===== src/rtl/pctd_pkg.sv =====
package pctd_pkg;

   localparam int ValW   = 32;               // input word width
   localparam int NumW   = ValW - 1;         // magnitude of a positive value
   localparam int DivW   = 16;               // trial divisor, never above 46341
   localparam int CntW   = $clog2(NumW);     // bit counter of the serial divider
   localparam int SqW    = 32;               // square of the trial divisor
   localparam int TallyW = 32;

   typedef enum logic [1:0] {
      ST_IDLE,
      ST_CHECK,
      ST_DIV,
      ST_FINISH
   } state_type;

   typedef struct packed {
      logic            start;
      logic [NumW-1:0] dividend;
      logic [DivW-1:0] divisor;
   } rem_cmd_type;

   typedef struct packed {
      logic done;
      logic zero;
   } rem_stat_type;

endpackage


===== src/rtl/pctd_if.sv =====
interface pctd_req_if;
   import pctd_pkg::*;

   logic                   valid;
   logic                   ready;
   logic signed [ValW-1:0] value;
   logic                   last_item;

   modport source (output valid, output value, output last_item, input ready);
   modport sink   (input valid, input value, input last_item, output ready);
endinterface

interface pctd_rsp_if;
   import pctd_pkg::*;

   logic              valid;
   logic              ready;
   logic [TallyW-1:0] prime_count;

   modport source (output valid, output prime_count, input ready);
   modport sink   (input valid, input prime_count, output ready);
endinterface


===== src/rtl/pctd_rem.sv =====
// Bit-serial restoring remainder: one dividend bit per cycle, MSB first.
module pctd_rem (
   input  logic                  clock,
   input  logic                  reset,
   input  pctd_pkg::rem_cmd_type cmd,
   output pctd_pkg::rem_stat_type stat
);
   import pctd_pkg::*;

   logic [NumW-1:0] dvd_ff, dvd_in;
   logic [DivW-1:0] rem_ff, rem_in;
   logic [CntW-1:0] cnt_ff, cnt_in;
   logic            busy_ff, busy_in;
   logic            done_ff, done_in;
   logic [DivW:0]   trial;

   // shift the next dividend bit into the partial remainder
   assign trial = {rem_ff, dvd_ff[NumW-1]};

   always_comb begin
      dvd_in  = dvd_ff;
      rem_in  = rem_ff;
      cnt_in  = cnt_ff;
      busy_in = busy_ff;
      done_in = 1'b0;
      if (cmd.start) begin
         dvd_in  = cmd.dividend;
         rem_in  = '0;
         cnt_in  = '0;
         busy_in = 1'b1;
      end else if (busy_ff) begin
         dvd_in = {dvd_ff[NumW-2:0], 1'b0};
         if (trial >= {1'b0, cmd.divisor}) begin
            rem_in = DivW'(trial - {1'b0, cmd.divisor});
         end else begin
            rem_in = trial[DivW-1:0];
         end
         cnt_in = cnt_ff + 1'b1;
         if (cnt_ff == CntW'(NumW - 1)) begin
            busy_in = 1'b0;
            done_in = 1'b1;
         end
      end
   end

   always_ff @(posedge clock) begin
      if (reset) begin
         busy_ff <= 1'b0;
         done_ff <= 1'b0;
      end else begin
         busy_ff <= busy_in;
         done_ff <= done_in;
      end
      dvd_ff <= dvd_in;
      rem_ff <= rem_in;
      cnt_ff <= cnt_in;
   end

   assign stat.done = done_ff;
   assign stat.zero = (rem_ff == '0);

endmodule


===== src/rtl/prime_count_trial_division.sv =====
// Channel   Dir  Payload                        Handshake
// req_chan  in   value[31:0] signed, last_item  valid / ready
// rsp_chan  out  prime_count[31:0]              valid / ready
//
// One word at a time. A value of 1 or less goes straight to ST_FINISH. A value n > 1
// tries divisors from 2 up to floor(sqrt n), stopping at the first factor of a
// composite; each divisor is set up in ST_CHECK, runs through the bit-serial
// remainder unit one dividend bit at a time, and its result is read in ST_DIV.
// Reset clears the tally, the state machine and the valid flag of the result register.
// A finished tally waits in the result register while the next list is taken in;
// only a further word marked last stalls until that register is free.
module prime_count_trial_division (
   input  logic       clock,
   input  logic       reset,
   pctd_req_if.sink   req_chan,
   pctd_rsp_if.source rsp_chan
);
   import pctd_pkg::*;

   state_type         state_ff, state_in;
   logic [NumW-1:0]   num_ff, num_in;
   logic              last_ff, last_in;
   logic              prime_ff, prime_in;
   logic [DivW-1:0]   div_ff, div_in;
   logic [SqW-1:0]    sq_ff, sq_in;
   logic [TallyW-1:0] tally_ff, tally_in;
   logic              rsp_valid_ff, rsp_valid_in;
   logic [TallyW-1:0] rsp_count_ff, rsp_count_in;
   logic [TallyW-1:0] tally_sum;
   logic              slot_free;
   rem_cmd_type       rem_cmd;
   rem_stat_type      rem_stat;

   pctd_rem u_rem (
      .clock (clock),
      .reset (reset),
      .cmd   (rem_cmd),
      .stat  (rem_stat)
   );

   // tally including the current word, held at its maximum
   assign tally_sum = (prime_ff && tally_ff != '1) ? tally_ff + 1'b1 : tally_ff;
   // result register can take a new word this cycle
   assign slot_free = !rsp_valid_ff || rsp_chan.ready;

   always_comb begin
      state_in     = state_ff;
      num_in       = num_ff;
      last_in      = last_ff;
      prime_in     = prime_ff;
      div_in       = div_ff;
      sq_in        = sq_ff;
      tally_in     = tally_ff;
      rsp_valid_in = rsp_valid_ff && !rsp_chan.ready;
      rsp_count_in = rsp_count_ff;
      rem_cmd.start    = 1'b0;
      rem_cmd.dividend = num_ff;
      rem_cmd.divisor  = div_ff;
      req_chan.ready   = 1'b0;

      case (state_ff)
         ST_IDLE: begin
            req_chan.ready = 1'b1;
            if (req_chan.valid) begin
               num_in  = req_chan.value[NumW-1:0];
               last_in = req_chan.last_item;
               div_in  = DivW'(2);
               sq_in   = SqW'(4);
               // negative, zero and one are never prime
               if (req_chan.value[ValW-1] || req_chan.value[NumW-1:0] <= NumW'(1)) begin
                  prime_in = 1'b0;
                  state_in = ST_FINISH;
               end else begin
                  state_in = ST_CHECK;
               end
            end
         end
         ST_CHECK: begin
            // past the square root without a divisor: prime
            if (sq_ff > {1'b0, num_ff}) begin
               prime_in = 1'b1;
               state_in = ST_FINISH;
            end else begin
               rem_cmd.start = 1'b1;
               state_in      = ST_DIV;
            end
         end
         ST_DIV: begin
            if (rem_stat.done) begin
               if (rem_stat.zero) begin
                  prime_in = 1'b0;
                  state_in = ST_FINISH;
               end else begin
                  // (d+1)^2 = d^2 + 2d + 1
                  div_in   = div_ff + 1'b1;
                  sq_in    = sq_ff + SqW'({div_ff, 1'b1});
                  state_in = ST_CHECK;
               end
            end
         end
         ST_FINISH: begin
            if (!last_ff) begin
               tally_in = tally_sum;
               state_in = ST_IDLE;
            end else if (slot_free) begin
               // emit the list's count and start a fresh tally
               rsp_valid_in = 1'b1;
               rsp_count_in = tally_sum;
               tally_in     = '0;
               state_in     = ST_IDLE;
            end
         end
         default: begin
            state_in = ST_IDLE;
         end
      endcase
   end

   always_ff @(posedge clock) begin
      if (reset) begin
         state_ff     <= ST_IDLE;
         tally_ff     <= '0;
         rsp_valid_ff <= 1'b0;
      end else begin
         state_ff     <= state_in;
         tally_ff     <= tally_in;
         rsp_valid_ff <= rsp_valid_in;
      end
      num_ff       <= num_in;
      last_ff      <= last_in;
      prime_ff     <= prime_in;
      div_ff       <= div_in;
      sq_ff        <= sq_in;
      rsp_count_ff <= rsp_count_in;
   end

   assign rsp_chan.valid       = rsp_valid_ff;
   assign rsp_chan.prime_count = rsp_count_ff;

endmodule


===== src/flat_wrapper.sv =====
// flat-port wrapper written by rule: the top's interface ports become plain ports
module prime_count_trial_division_flat import pctd_pkg::*;
  (clock, reset, req_chan_valid, req_chan_value, req_chan_last_item, req_chan_ready, rsp_chan_valid, rsp_chan_prime_count, rsp_chan_ready);
  pctd_req_if req_chan_i ();
  pctd_rsp_if rsp_chan_i ();
  input  logic clock;
  input  logic reset;
  input wire logic [$bits(req_chan_i.valid)-1:0] req_chan_valid;
  input wire logic [$bits(req_chan_i.value)-1:0] req_chan_value;
  input wire logic [$bits(req_chan_i.last_item)-1:0] req_chan_last_item;
  output wire logic [$bits(req_chan_i.ready)-1:0] req_chan_ready;
  output wire logic [$bits(rsp_chan_i.valid)-1:0] rsp_chan_valid;
  output wire logic [$bits(rsp_chan_i.prime_count)-1:0] rsp_chan_prime_count;
  input wire logic [$bits(rsp_chan_i.ready)-1:0] rsp_chan_ready;
  assign req_chan_i.valid = req_chan_valid;
  assign req_chan_i.value = req_chan_value;
  assign req_chan_i.last_item = req_chan_last_item;
  assign req_chan_ready = req_chan_i.ready;
  assign rsp_chan_valid = rsp_chan_i.valid;
  assign rsp_chan_prime_count = rsp_chan_i.prime_count;
  assign rsp_chan_i.ready = rsp_chan_ready;
  prime_count_trial_division u_core (.clock(clock), .reset(reset), .req_chan(req_chan_i), .rsp_chan(rsp_chan_i));
endmodule

===== config.mk =====
export PLATFORM = sky130hd
export DESIGN_NAME = prime_count_trial_division_flat
export DESIGN_NICKNAME = d
export VERILOG_FILES = /design/src/rtl/pctd_pkg.sv /design/src/rtl/pctd_if.sv /design/src/rtl/pctd_rem.sv /design/src/rtl/prime_count_trial_division.sv /design/src/flat_wrapper.sv
export SDC_FILE = /design/constraint.sdc
export NUM_CORES = 1
export LEC_CHECK = 0
export BUFFER_PORTS_ARGS = -buffer_cell sky130_fd_sc_hd__buf_2
export CORE_MARGIN = 2
export CORE_UTILIZATION = 35
export DETAILED_ROUTE_END_ITERATION = 8
export GPL_ROUTABILITY_DRIVEN = 0
export HOLD_SLACK_MARGIN = 0.1
export PLACE_DENSITY = 0.53
export SLEW_MARGIN = 20
export SYNTH_ARGS = -nofsm -noshare
export SYNTH_HDL_FRONTEND = slang
export SYNTH_SLANG_ARGS = --single-unit

===== constraint.sdc =====
create_clock -name clock -period 9.1 [get_ports clock]
set_input_delay 1.82 -clock clock [delete_from_list [all_inputs] [get_ports clock]]
set_output_delay 1.82 -clock clock [all_outputs]
set_load 0.02 [all_outputs]

Word level (Yosys, flattened, before mapping):

Cells that the tools add are included.
W data, S select, Z words.

* flip-flop bits (word level): 202
* output and inout port bits: 34

* $add $sub $neg: 5
* order comparisons: 3
* equal/unequal tests: 13
* muxes and demuxes: 38
* bitwise logic cells: 1
* reductions and logical operators: 18

Operators with widths (count)
* $mux W32: 6
* $mux W16: 4
* $pmux W32 S2: 1
* $mux W31: 2
* $add A32 B1 Y32 const B: 1
* $add A32 B17 Y32: 1
* $gt A32 B31 Y1: 1
* $ne A32 B32 Y1 const B: 1
* $pmux W16 S2: 1
* $le A31 B1 Y1 const B: 1
* $ge A17 B16 Y1: 1
* $add A16 B1 Y16 const B: 1
* $logic_not A16 Y1: 1
* $mux W1: 16
* $sub A16 B16 Y16: 1
* $mux W2: 6
* $ne A2 B2 Y1 const B: 4
* $pmux W2 S4: 1
* $ne A2 B1 Y1 const B: 3
* $reduce_and A3 Y1: 2
* $reduce_and A6 Y1: 1
* $add A5 B1 Y5 const B: 1
* $eq A5 B5 Y1 const B: 1
* $eq A2 B2 Y1 const B: 2
* 13 further kinds: 18

Depth between registers and ports, before layout:

Gate-level depths: netlist of run 1.

* word-level depth: 5
* gate-level depth with buffers: 13
* mapped depth without buffers: 11

Hierarchy:

A second synthesis of run 1 with hierarchy kept.

* cells, all modules: 1124
* area, all modules: 11534.8 um^2

Modules (own cells, without submodules)
* prime_count_trial_division: instances 1, cells each 825, area each 8368.0 um^2, sequential area each 4093.9 um^2
* pctd_rem: instances 1, cells each 299, area each 3166.8 um^2, sequential area each 1391.3 um^2

Worst setup path before layout of run 1:

OpenSTA, ideal clock, no wires.

* path type: input to register
* start: input req_chan_valid
* end: register u_core.div_ff[0], enable pin
* data arrival time: 4.215 ns
* required time: 8.631 ns
* slack: 4.415 ns
* stages on the path: 2
* path buffers: 0
* cell sequence: nand2b_1 > a21oi_1

* word-level cells in the longest chain between the ends: 2

RTL lines
* start: declaration: RTL line flat_wrapper.sv:8 `input wire logic [$bits(req_chan_i.valid)-1:0] req_chan_valid;`
* $ne A2 B2 Y1 (no line)
* $reduce_and A4 Y1 (no line)
* end signal: assignment: RTL line prime_count_trial_division.sv:132 `div_ff <= div_in;`
* end: declaration: RTL line prime_count_trial_division.sv:24 `logic [DivW-1:0] div_ff, div_in;`

Every way passes these cells.
A chain may end at the register's enable or synchronous reset.

Final worst setup path of run 1:

* start: register u_core.div_ff[6]
* end: register u_core.u_rem.rem_ff[14]

* word-level cells in the longest chain between the ends: 2

RTL lines
* $sub A16 B16 Y16 / $ge A17 B16 Y1 (equally long branches): RTL line pctd_rem.sv:34, pctd_rem.sv:33
* $mux W16 *: RTL line pctd_rem.sv:33 `if (trial >= {1'b0, cmd.divisor}) begin`
* end signal: assignment: RTL line pctd_rem.sv:55 `rem_ff <= rem_in;`
* end: declaration: RTL line pctd_rem.sv:11 `logic [DivW-1:0] rem_ff, rem_in;`

Mark *: on every way between the ends. The rest lies on a longest branch, timed or not.

==> out/results.ini, run 1 <==
[synthesis]
synth_cells=1054
ys_ff_latch=202
yosysSeqAreaShare_pct=49.2
ys.warnings.count=0
syn_avg_cell_area_um2=10.6
syn_nets=1160
yosys-top-cells-area=edfxtp_1 (39%), dfxtp_1 (10%), ha_1 (7.5%)
yosysTopAreaCell=edfxtp_1
synth_cell_type_count=73
synth_top_area_share_pct=38.8
synthFlopType=edfxtp_1
synth_edf_count=144
synth_area_mm2=0.0112
async_flop_share_pct=0

[detailed_routing]
initialDrtViolationCount=412
dr.pass1.iters=5
wire_per_inst_um=15.7
routed_wl_mm=24.2
vias=7887
ant_nets=0
drc=0
routed_via_density=5.13

[timing]
max_freq_ghz=0.297
slew_headroom_pct=42.6
timing.setup.tns_ps=0
setup_viol=0
fin_ws_ps=5740
period_needed_ps=3360
tightest_slew_ps=861
hold_ws_ps=512
slew_viol_final=0
rsz0062_at_grt=false
final-hold-violation-count=0
fin_skew_ps=18.5
fin_crit_sh_pct=37.0

[grt]
grt_pass1_wl_mm=40.2
antenna_found_initial=0
grt_start_max_net_pins=54
grtUsageTotal_pct=14.7
grt_overflow=0
grt_pass1_vias=7631

[floorplanning]
num_io_pins=71
core_area_mm2=0.0315
rows=65
die_h_um=183
die_w_um=183
start_util_pct=35.4
die-area_mm2=0.0333

[clock_tree]
cts_setup_buffers=0
cts_tree=done
clkSinkCount=202
clk_latency_ps=520
clock_path_buffers=3
cts_made_buffers=23
cts_hold_buf=0
htree_levels=1
clkTransAtPathRegs_ps=60
root_buffer=clkbuf_16
cts-resized-gates=0

[cells_and_area]
antenna_cells_inserted=0
final_net_count=1224
area_growth_pct=13.9
stdcell_area_mm2=0.0127
fillCellCount=3000
drive_gt1_share_pct=15.1

[placement]
dpl_cell_area_mm2=0.0119
hpwl_mm=17.1
dp_slack_ps=5700
io_buffer_count=70

[worst_setup_path]
cp-start-kind=flip-flop
end_kind=flip-flop
required_ps=9510
cp.arrival_ps=3770
critical_path.max_fanout=15
critPathKind=flip-flop to flip-flop

[status]
status=finished clean

[pwr]
power.total_mw=3.05
p_per_area_mw_per_mm2=240
ir_worst_vdd_uv=160
p_leak_nw=4.90

[hold_path]
hp-class=flip-flop to flip-flop

[job]
maxCapViolCount=0

metrics by stage:
| stage | util (%) | cells |
|---|---|---|
| global route | 40.4 | 1537 |
| detailed placement | 37.8 | 1495 |
| CTS | 40.4 | 1537 |
| floorplan | - | 1054 |
| global placement | 37.8 | 1495 |
| finish | 40.4 | 1537 |
synth_stat cells (10+ instances only):
| cell type | count |
|---|---|
| a211oi_1 | 20 |
| a21o_1 | 12 |
| a21oi_1 | 50 |
| a31oi_1 | 11 |
| and2_1 | 12 |
| and3_1 | 21 |
| clkbuf_1 | 25 |
| dfxtp_1 | 58 |
| edfxtp_1 | 144 |
| ha_1 | 67 |
| inv_1 | 60 |
| mux2_2 | 26 |
| mux2i_1 | 13 |
| nand2_1 | 60 |
| nand2b_1 | 15 |
| nand3_1 | 40 |
| nand4_1 | 20 |
| nor2_1 | 93 |
| nor2b_1 | 11 |
| nor3_1 | 25 |
| nor4_1 | 12 |
| o21a_1 | 10 |
| o21ai_0 | 47 |
| o31ai_1 | 16 |
| xnor2_1 | 51 |
| xor2_1 | 20 |
logic make-up (layout without fill, tap and decap cells):
| family | Yosys count | count (layout) | synth area share, % |
|---|---|---|---|
| simple gates | 345 | 345 | 16.0 |
| compound gates | 222 | 222 | 13.3 |
| flops | 202 | 202 | 49.2 |
| buf+inv | 102 | 183 | 3.90 |
| xor+xnor | 71 | 71 | 5.57 |
| fa+ha+maj | 69 | 69 | 7.87 |
| mux | 43 | 43 | 4.19 |
critical path, stage by stage, from the launching register on:
cell	delay [ps]
edfxtp_1	410
inv_1	110
ha_1	410
nand4_1	200
o22a_1	270
o2111ai_1	100
o211ai_1	200
o21ai_2	340
o31a_1	760
o22ai_1	190
a211oi_1	270
per-layer routing:
| layer | up-vias | track usage, % | part of all wire, % | wire (µm) |
|---|---|---|---|---|
| met5 | - | 0 | 0 | 0 |
| met4 | 0 | 3.35 | 2.0 | 478 |
| met3 | 26 | 1.80 | 3.3 | 794 |
| met2 | 130 | 23.4 | 44 | 10700 |
| met1 | 3696 | 21.4 | 50 | 12200 |
| li1 | 4035 | - | - | - |
flip-flops by register name, summed over array words and instances (netlist names), 5 cells and up:
name	flops
u_core.sq_ff	32
u_core.u_rem.cnt_ff	5
u_core.u_rem.dvd_ff	31
u_core.rsp_chan.prime_count	32
u_core.u_rem.rem_ff	16
u_core.num_ff	31
u_core.tally_ff	32
u_core.div_ff	16
final cells by class:
type,instances,area (µm²),area share (%)
tap,402,503,3.96
clock inverter,15,186,1.47
multi-input combinational,750,5260,41.4
sequential,202,5490,43.2
timing repair buffer,81,433,3.41
clock buffer,27,611,4.81
inverter,60,225,1.77
path summary, 6_finish.rpt:
path	start	end	slack, ps	cells past startpoint
setup / recovery	u_core.div_ff[6]$_SDFFCE_PN0P_	u_core.u_rem.rem_ff[14]$_SDFFE_PP0P_	5740	10
hold / removal	u_core.tally_ff[6]$_SDFFE_PP0P_	u_core.tally_ff[6]$_SDFFE_PP0P_	510	2
setup reg to reg	u_core.div_ff[6]$_SDFFCE_PN0P_	u_core.u_rem.rem_ff[14]$_SDFFE_PP0P_	5740	10
hold reg to reg	u_core.tally_ff[6]$_SDFFE_PP0P_	u_core.tally_ff[6]$_SDFFE_PP0P_	510	2
layout by cell type (no fill, tap or decap), types with 24 or more instances in the layout:
cell        n
nand3_1    40
xnor2_1    51
buf_2      70
dfxtp_1    58
ha_1       67
nand2_1    60
nor2_1     91
a21oi_1    49
inv_1      60
mux2_2     26
nor3_1     24
edfxtp_1  144
o21ai_0    47
power by group:
| group | internal (mW) | switching [mW] |
|---|---|---|
| clock | 0.594 | 0.382 |
| combinational | 0.360 | 0.490 |
| sequential | 1.12 | 0.101 |
Note: power is estimated with default switching activity, not from simulation.
==> run 2, diff against run 1 <==
Settings changed: ABC_AREA set to 1, PLACE_DENSITY 0.53 to 0.55.
Clock period 9.1 ns to 3 ns, I/O delays scaled along.
==> run 2 against run 1 <==
  * Core utilization decreased by 0.24 points
  * Cell area up 8.3%
  * Flip-flop and latch count unchanged
  * Wire length is 24% higher
  * Hold slack lost 250 ps
  * Count of clock-buffer cells in the layout grew 1
  * Sequential share of layout area fell by 3.3 points
  * Synthesized area grew 8.3%
  * Largest cell class is now multi-input combinational cells
  * Highest routed layer unchanged
==> out/results.ini, run 2 <==
[clock_tree]
clk_latency_ps=510
htree_levels=1
cts_setup_buffers=0
clkTransAtPathRegs_ps=60
cts-resized-gates=0
cts_made_buffers=24
clkSinkCount=202
cts_tree=done
root_buffer=clkbuf_16
cts_hold_buf=0
clock_path_buffers=3

[synthesis]
yosysMostFrequentCell=nand2_1
synth_area_mm2=0.0121
ys_ff_latch=202
syn_avg_cell_area_um2=7.92
syn_nets=1633
synth_cells=1527
synthTopCellsByCount=nand2_1 (418), inv_1 (194), edfxtp_1 (144)
yosysTopAreaCell=edfxtp_1
yosys-top-cells-area=edfxtp_1 (36%), nand2_1 (13%), dfxtp_1 (9.6%)
ys.warnings.count=0
async_flop_share_pct=0
synth_edf_count=144
synthFlopType=edfxtp_1
synth_top_area_share_pct=35.8
yosysSeqAreaShare_pct=45.4
synth_cell_type_count=45

[timing]
rsz0062_at_grt=false
fin_skew_ps=12.0
final-hold-violation-count=0
timing.setup.tns_ps=0
hold_ws_ps=262
slew_headroom_pct=50.5
slew_viol_final=0
tightest_slew_ps=743
period_needed_ps=2550
max_freq_ghz=0.392
fin_crit_sh_pct=84.9
setup_viol=0

[placement]
dpl_cell_area_mm2=0.0130
io_buffer_count=70
hpwl_mm=22.6

[detailed_routing]
routed_via_density=4.82
initialDrtViolationCount=700
ant_nets=0
drc=0
wire_per_inst_um=14.4
dr.pass1.iters=6
vias=10000
routed_wl_mm=30.0

[cells_and_area]
stdcell_area_mm2=0.0138
area_growth_pct=13.8
drive_gt1_share_pct=10.4
fillCellCount=3525
antenna_cells_inserted=0
final_common_cell=nand2_1
final_net_count=1712
most-common-layout-cells=nand2_1 (418), inv_1 (193), edfxtp_1 (144)

[floorplanning]
die-area_mm2=0.0360
num_io_pins=71
die_h_um=190
rows=68
die_w_um=190
start_util_pct=35.3
core_area_mm2=0.0343

[worst_setup_path]
critical_path.max_fanout=34
r2r_setup_slack_ps=450
cp.arrival_ps=2800
cp_top_family=simple AND/OR/NAND/NOR gates
cp-start-kind=flip-flop
worstPathCellList=ha_1 > nand2_1 > nor2_1 > nand4_1 > nor3_1 > nand2_1 > nand2_1 > nand2_1 > nand2_2 > buf_4 > o21ai_0
end_kind=flip-flop
critPathKind=flip-flop to flip-flop
required_ps=3250
crit_buf_inv=1
slowest_delay_ps=480
crit_top_cell=nand2_1
slowest_stage=edfxtp_1

[grt]
antenna_found_initial=0
grt_pass1_vias=9726
grt_pass1_wl_mm=49.2
grt_start_max_net_pins=42
grtUsageTotal_pct=16.8
grt_overflow=0

[pwr]
p_leak_nw=5.89
p_per_area_mw_per_mm2=995
ir_worst_vdd_uv=583

[status]
status=finished clean

[job]
maxCapViolCount=0

[hold_path]
hp-class=input port to flip-flop

[run 2: changes by cell type after synthesis, moves of 16 or more]
| cell | before | now |
|---|---|---|
| nand2_1 | 60 | 418 |
| inv_1 | 60 | 194 |
| a21oi_1 | 50 | 117 |
| xnor2_1 | 51 | 7 |
| nand3_1 | 40 | 82 |
| nor2_1 | 93 | 125 |
| o21ai_0 | 47 | 77 |
| mux2_2 | 26 | 0 |
| a211oi_1 | 20 | 0 |
| and3_1 | 21 | 1 |
| o31ai_1 | 16 | 0 |
[run 2: power breakdown]
group / leakage [nW] / switching (mW) / internal (mW) / total [mW]
Clock: 0.379 / 1.17 / 1.65 / 2.82
Sequential: 1.83 / 0.570 / 4.18 / 4.75
Combinational: 3.68 / 4.12 / 2.00 / 6.12
Total: 5.89 / 5.86 / 7.83 / 13.7
[run 2: path summary, 6_finish.rpt]
kind / cells after the start / startpoint / to
hold / removal: 1 / req_chan_value[0] / u_core.num_ff[0]$_DFFE_PP_
hold reg to reg: 2 / u_core.tally_ff[17]$_SDFFE_PP0P_ / u_core.tally_ff[17]$_SDFFE_PP0P_
setup / recovery: 11 / u_core.sq_ff[23]$_SDFFCE_PN0P_ / u_core.u_rem.dvd_ff[5]$_DFFE_PP_
setup reg to reg: 11 / u_core.sq_ff[23]$_SDFFCE_PN0P_ / u_core.u_rem.dvd_ff[5]$_DFFE_PP_
[run 2: stage by stage]
stage          setup WS (ps)  utilization, %  power, mW  cells
6_report                 452            40.1       13.7   2078
5_1_grt                 90.5            40.1       14.9   2078
4_1_cts                  441            40.1       13.8   2078
3_5_place_dp             485            37.9       10.9   2035
3_3_place_gp             516            37.9       10.8   2035
2_1_floorplan            295               -       9.11   1527
[run 2: layout make-up]
cell class	count	area [µm²]	share of cell area, %
clock buffer	28	657	4.77
clock inverter	15	108	0.782
inverter	202	758	5.51
multi-input combinational	1087	5670	41.2
sequential	202	5490	39.9
tap	455	569	4.14
timing repair buffer	89	505	3.67
[run 2: cell families after synthesis]
logic type	count (synthesis)	share of synthesized area [%]
compound gates	232	10.2
xor+xnor	38	2.75
fa+ha+maj	69	7.27
buf+inv	238	7.84
flops	202	45.4
simple gates	748	26.5
[run 2: worst reg2reg max path, delay by kind of cell (launching register included)]
family	cells	cell delay, ps
simple gates	8	960
flops	1	480
buf+inv	1	360
fa+ha+maj	1	350
compound gates	1	140
[run 2: per-layer routing]
layer	track usage, %	share of wire (%)	wire length [µm]	vias up
met5	0	0	0	-
met4	4.05	2.4	705	0
met3	2.05	3.8	1130	44
met2	29.6	47	14200	196
met1	21.9	47	14000	4566
li1	-	-	-	5211
